$ cat config.mk
export PLATFORM = sky130hd
export DESIGN_NAME = alpha_premultiply_pixel_packer
export DESIGN_NICKNAME = d
export VERILOG_FILES = /design/src/appp_pkg.sv /design/src/alpha_premultiply_pixel_packer.sv
export SDC_FILE = /design/constraint.sdc
export NUM_CORES = 1
export LEC_CHECK = 0
export CORE_ASPECT_RATIO = 0.8
export CORE_MARGIN = 4
export CORE_UTILIZATION = 31
export CTS_CLUSTER_DIAMETER = 60
export DETAILED_ROUTE_END_ITERATION = 8
export DONT_BUFFER_PORTS = 1
export SLEW_MARGIN = 15
export SYNTH_ARGS = -nofsm -noshare
export SYNTH_HDL_FRONTEND = slang
export SYNTH_SLANG_ARGS = --single-unit
$ cat constraint.sdc
create_clock -name clk -period 8.7 [get_ports clk]
set_input_delay 1.305 -clock clk [delete_from_list [all_inputs] [get_ports clk]]
set_output_delay 1.305 -clock clk [all_outputs]
set_load 0.005 [all_outputs]
$ cat src/appp_pkg.sv
// appp_pkg: shared types and constants of the alpha premultiply pixel packer
// no dependencies; imported by the top level and its port checker
`timescale 1ns / 1ps
`default_nettype none

package appp_pkg;

	localparam int MAX_SIDE = 256;
	localparam int SIDE_W   = $clog2(MAX_SIDE);
	localparam int DIM_W    = 9;
	localparam int CHAN_W   = 8;
	localparam int WORD_W   = 32;
	localparam int INDEX_W  = 16;
	localparam int CFG_IDX_W = 2;
	localparam int CFG_DATA_W = 9;

	localparam logic [CFG_IDX_W-1:0] REG_IMAGE_WIDTH  = 2'd0;
	localparam logic [CFG_IDX_W-1:0] REG_IMAGE_HEIGHT = 2'd1;
	localparam logic [CFG_IDX_W-1:0] REG_ROW_ORDER    = 2'd2;

	localparam logic [DIM_W-1:0] RESET_SIDE = DIM_W'(32);

	typedef struct packed {
		logic [CHAN_W-1:0] red;
		logic [CHAN_W-1:0] green;
		logic [CHAN_W-1:0] blue;
		logic [CHAN_W-1:0] alpha;
	} pixel_t;

	typedef struct packed {
		logic [WORD_W-1:0]  packed_pixel;
		logic [INDEX_W-1:0] pixel_index;
		logic               last_pixel;
	} result_t;

endpackage

`default_nettype wire

$ cat src/alpha_premultiply_pixel_packer.sv
// alpha_premultiply_pixel_packer: straight-alpha rgba8 to premultiplied argb32 packer
// depends on appp_pkg for payload types, register codes and size constants
`timescale 1ns / 1ps
`default_nettype none

// channel  dir   payload                          request moves when
// -------  ----  -------------------------------  --------------------------
// pix      in    pixel_t  red green blue alpha    pix_valid && pix_ready
// res      out   result_t packed index last       res_valid && res_ready
// cfg      in    cfg_index, cfg_data               cfg_valid && cfg_ready
//
// one pixel per cycle sustained while res is not stalled; accept fills stage 1, then stage 2 holds the result
// stage 1 registers the pixel with its index (one 8x9 multiply on the counters)
// stage 2 registers the premultiplied word (three 8x8 multiplies, divide by 255)
// pix_ready drops only when both stages are full and res is stalled
// reset clears the counters and sets width/height 32, top-down row order
// cfg_ready is always high; any listed register write restarts the image

module alpha_premultiply_pixel_packer
	import appp_pkg::*;
(
	input  wire logic                  clk,
	input  wire logic                  arst_n,
	input  wire logic                  pix_valid,
	output logic                       pix_ready,
	input  wire pixel_t                pix,
	output logic                       res_valid,
	input  wire logic                  res_ready,
	output result_t                    res,
	input  wire logic                  cfg_valid,
	output logic                       cfg_ready,
	input  wire logic [CFG_IDX_W-1:0]  cfg_index,
	input  wire logic [CFG_DATA_W-1:0] cfg_data
);

	// rounded c*a/255, exact for all 8-bit inputs: t = c*a+128, (t + t>>8) >> 8
	function automatic logic [CHAN_W-1:0] premul(input logic [CHAN_W-1:0] c,
			input logic [CHAN_W-1:0] a);
		logic [2*CHAN_W-1:0] t;
		logic [2*CHAN_W-1:0] s;
		t = (2*CHAN_W)'(c) * (2*CHAN_W)'(a) + (2*CHAN_W)'(128);
		s = t + (t >> CHAN_W);
		return s[2*CHAN_W-1:CHAN_W];
	endfunction

	// configuration registers
	logic [DIM_W-1:0] width_q;
	logic [DIM_W-1:0] height_q;
	logic             order_q;

	// source position counters
	logic [SIDE_W-1:0] col_q;
	logic [SIDE_W-1:0] row_q;

	// pipeline registers
	logic                v_s1;
	pixel_t              pix_s1;
	logic [INDEX_W-1:0]  idx_s1;
	logic                last_s1;
	logic                v_s2;
	result_t             res_s2;

	// clamped sizes, 1..MAX_SIDE
	logic [DIM_W-1:0]  w_eff;
	logic [DIM_W-1:0]  h_eff;
	logic [SIDE_W-1:0] w_last;
	logic [SIDE_W-1:0] h_last;
	logic [SIDE_W-1:0] dst_row;
	logic [INDEX_W-1:0] idx_full;
	logic              col_end;
	logic              row_end;

	logic adv_s2;
	logic adv_s1;
	logic pix_acc;
	logic cfg_hit;

	always_comb begin
		if (width_q == '0) begin
			w_eff = DIM_W'(1);
		end else if (width_q > DIM_W'(MAX_SIDE)) begin
			w_eff = DIM_W'(MAX_SIDE);
		end else begin
			w_eff = width_q;
		end
		if (height_q == '0) begin
			h_eff = DIM_W'(1);
		end else if (height_q > DIM_W'(MAX_SIDE)) begin
			h_eff = DIM_W'(MAX_SIDE);
		end else begin
			h_eff = height_q;
		end
	end

	assign w_last  = SIDE_W'(w_eff - DIM_W'(1));
	assign h_last  = SIDE_W'(h_eff - DIM_W'(1));
	assign col_end = (col_q == w_last);
	assign row_end = (row_q == h_last);

	// rows flipped for bottom-up storage
	assign dst_row  = order_q ? (h_last - row_q) : row_q;
	assign idx_full = INDEX_W'(dst_row) * INDEX_W'(w_eff) + INDEX_W'(col_q);

	// stall chain: each stage moves when the one after it has room
	assign adv_s2    = !v_s2 || res_ready;
	assign adv_s1    = !v_s1 || adv_s2;
	assign pix_ready = adv_s1;
	assign pix_acc   = pix_valid && pix_ready;

	assign cfg_ready = 1'b1;
	assign cfg_hit   = cfg_valid && (cfg_index == REG_IMAGE_WIDTH
		|| cfg_index == REG_IMAGE_HEIGHT || cfg_index == REG_ROW_ORDER);

	// configuration and counters
	always_ff @(posedge clk or negedge arst_n) begin
		if (!arst_n) begin
			width_q  <= RESET_SIDE;
			height_q <= RESET_SIDE;
			order_q  <= 1'b0;
			col_q    <= '0;
			row_q    <= '0;
		end else if (cfg_hit) begin
			// a write restarts the image from the first pixel
			case (cfg_index)
				REG_IMAGE_WIDTH:  width_q  <= cfg_data;
				REG_IMAGE_HEIGHT: height_q <= cfg_data;
				REG_ROW_ORDER:    order_q  <= cfg_data[0];
				default:          order_q  <= order_q;
			endcase
			col_q <= '0;
			row_q <= '0;
		end else if (pix_acc) begin
			if (col_end) begin
				col_q <= '0;
				row_q <= row_end ? '0 : row_q + SIDE_W'(1);
			end else begin
				col_q <= col_q + SIDE_W'(1);
			end
		end
	end

	// stage 1: pixel, destination index and end-of-image flag
	always_ff @(posedge clk or negedge arst_n) begin
		if (!arst_n) begin
			v_s1 <= 1'b0;
		end else if (adv_s1) begin
			v_s1 <= pix_valid;
		end
	end

	always_ff @(posedge clk) begin
		if (pix_acc) begin
			pix_s1  <= pix;
			idx_s1  <= idx_full;
			last_s1 <= col_end && row_end;
		end
	end

	// stage 2: premultiply and pack into the result register
	always_ff @(posedge clk or negedge arst_n) begin
		if (!arst_n) begin
			v_s2 <= 1'b0;
		end else if (adv_s2) begin
			v_s2 <= v_s1;
		end
	end

	always_ff @(posedge clk) begin
		if (adv_s2 && v_s1) begin
			res_s2.packed_pixel <= {pix_s1.alpha,
				premul(pix_s1.red, pix_s1.alpha),
				premul(pix_s1.green, pix_s1.alpha),
				premul(pix_s1.blue, pix_s1.alpha)};
			res_s2.pixel_index  <= idx_s1;
			res_s2.last_pixel   <= last_s1;
		end
	end

	assign res_valid = v_s2;
	assign res       = res_s2;

endmodule

`default_nettype wire

==> run metrics <==
status finished clean; commonest non-fill, non-tap cell in the layout inv_1; Int Pwr 2.60 mW; GRT Residual Overflow 0; ANT nets after route 0; max_slew headroom 31.6%; area of the mapped netlist 0.0152 mm²; Final setup viols 0; Die Wd 256 µm; initial antenna violation count 5; max cap viols 0; Buffers on Ports 0; CP Launch Type register; routed length per instance 15.5 µm; unrepaired setup endpoints after global routing false; Worst Hold Class reg -> reg; Worst Path Arrival 8030 ps; Core ar. 0.0485 mm²; Required @ worst endpoint 8900 ps; Post-CTS Resized 0; Max Fclk 0.128 GHz; largest net degree at the start of global routing 57; Final Wtd Congestion 0.885; worst-path maximum fanout 9; mux share of post-synthesis cell area 1.72%; critical path class reg -> reg; die height 206 µm; number of unique standard cell types used by synthesis 76; worst-case clock buffer depth 2; TritonCTS clock tree done; actual slew at the worst max-slew pin 1030 ps; footprint of the multi-input gates 0.0102 mm²; clk sinks 135; Layout Nets 1953; clock-pin transition on the worst setup and hold timing paths 70 ps; global-route wire length before repair 57.8 mm; setup bufs post-CTS 0; CTS root buf clkbuf_16; Final Core Density 34.1%; Crit path largest cell delay 610 ps; Pwr per Cell Area 288 mW/mm²; Clock Power Share 15.2%; hold_buf cts 0; Seq pwr share 22.3%; Psw 2.18 mW; Yosys top cell area share 21.2%; top_reg_cell synth edfxtp_1; Synth Instances 1563; syn nets 1957; simple-gate share of the synthesized area 16.2%; drt drc 0; DP HPWL 26.9 mm; Pins Over Slew Limit 0; clk_lat worst skew 450 ps; area occupied by registers 0.00387 mm²; P&R area growth vs syn 8.62%; register area share after synthesis 25.4%; FFs w/ async S/R, synth 27.4%; CTS buffer count 17; ranking of synthesized cells by area fa_1 (21%), edfxtp_1 (19%), ha_1 (15%); switching share of power 45.6%; Post-synth EDFFs 98; 1st-iter DRT viols 547; vias in the first global route 11100; period utilization 90.0%; crit path time final 7830 ps; final hold vios 0; IO Count 100; part of the power in combinational logic 62.5%; worst vdd ir 0.127 mV; leading area contributor after synthesis fa_1; CP max stage cell or4_1; adder-cell share of the synthesized area 36.4%; Die ar. 0.0528 mm²; Routed WL 34.1 mm; Synth Area in XOR/XNOR 4.66%; vias 10800; Max Clock Skew 14.4 ps; leakage power 7.61 nW; Std-Cell Rows 72; layout cells sized above 1 5.47%; total track usage 13.6%; H-tree depth 4; vias per cell 4.89; synthesized area per cell 9.74 µm²; Compound-Gate Fraction of Synth Area 7.84%; Detailed Routing Iterations Pass 1 5; Synth Register Bits 135; most frequent cells in the layout inv_1 (274), ha_1 (185), fa_1 (161); Fillers 4910; largest family of logic cells by synthesized area adder cells; YS warnings 0; initial core utilization 31.4%; setup TNS 0 ps; Critical Path End Type register
-- synthesized netlist by cell type, types with 29 or more instances --
cell	n
inv_1	274
ha_1	185
fa_1	161
nand2_1	160
and2_1	106
edfxtp_1	98
nor2_1	83
xnor2_1	52
a21oi_1	42
o21ai_0	37
dfrtp_1	35
xor2_1	29
-- routing by layer --
metal / share of wire [%] / global-route usage [%] / up-vias
met4: 1.2 / 2.86 / 4
met3: 6.1 / 3.87 / 38
li1: - / - / 5135
met2: 46 / 22.3 / 254
met1: 47 / 18.1 / 5334
met5: 0.062 / 0 / -
-- kinds of logic after synthesis --
family	after synthesis
AOI/OAI and AO/OA	177
xor gates and xnor gates	81
adders and majority gates	346
buffers and inverters	310
DFF	135
muxes	24
other	1
and+or+nand+nor	489
-- power by group through the flow --
stage / Clock, mW / Sequential (mW) / Combinational [mW]
after floorplan: 0 / 1.02 / 2.38
after global placement: 0 / 1.08 / 2.91
after detailed placement: 0 / 1.08 / 3.00
after CTS: 0.761 / 1.07 / 3.02
after global routing: 0.780 / 1.08 / 3.47
final: 0.724 / 1.07 / 2.98
-- metrics by stage --
stage	area, µm²	total power, mW	std cells	hold slack [ps]	worst slack [ps]
after floorplan	15200	3.40	1563	400	1570
after global placement	16000	3.99	2169	406	1080
after detailed placement	16000	4.08	2169	405	926
after CTS	16500	4.85	2201	428	920
after global routing	16500	5.33	2201	430	153
final	16500	4.77	2202	424	869
-- worst paths after layout --
check                           slack (ps)  cells past startpoint         from           to
worst max-delay path                   870                     29  height_q[2]   idx_s1[15]
worst min-delay path                   420                      0   idx_s1[12]      res[13]
worst max register to register         870                     29  height_q[2]   idx_s1[15]
worst min register to register         420                      0   idx_s1[12]      res[13]
max in group asynchronous             7980                      0       arst_n   width_q[5]
min in group asynchronous              550                      0       arst_n  height_q[1]
-- final cells by class --
cell class / instances / share of cell area [%]
Timing Repair Buffer: 12 / 0.545
Clock buffer: 18 / 2.72
Tap cell: 629 / 4.76
Antenna cell: 1 / 0.0151
Sequential cell: 135 / 23.4
Multi-Input combinational cell: 1118 / 61.5
Inverter: 275 / 6.24
Clock inverter: 14 / 0.809
-- worst max-delay path, delay by kind of cell, from the launching register on --
kind                     cells  cell delay [ps]
buffers and inverters        4              200
flip-flops                   1              420
XOR/XNOR                     1              140
AND/OR/NAND/NOR              7             1800
AO/OA/AOI/OAI               10             2320
adder cells (fa/ha/maj)      7             2670
-- state kept, by name (all words and copies together) (netlist names) --
signal and cells:
last_s1 1, width_q 9, row_q 8, pix_s1 32, res_valid 1, idx_s1 16, v_s1 1, res 49
col_q 8, height_q 9, order_q 1
(Power assumes the default switching activity.)
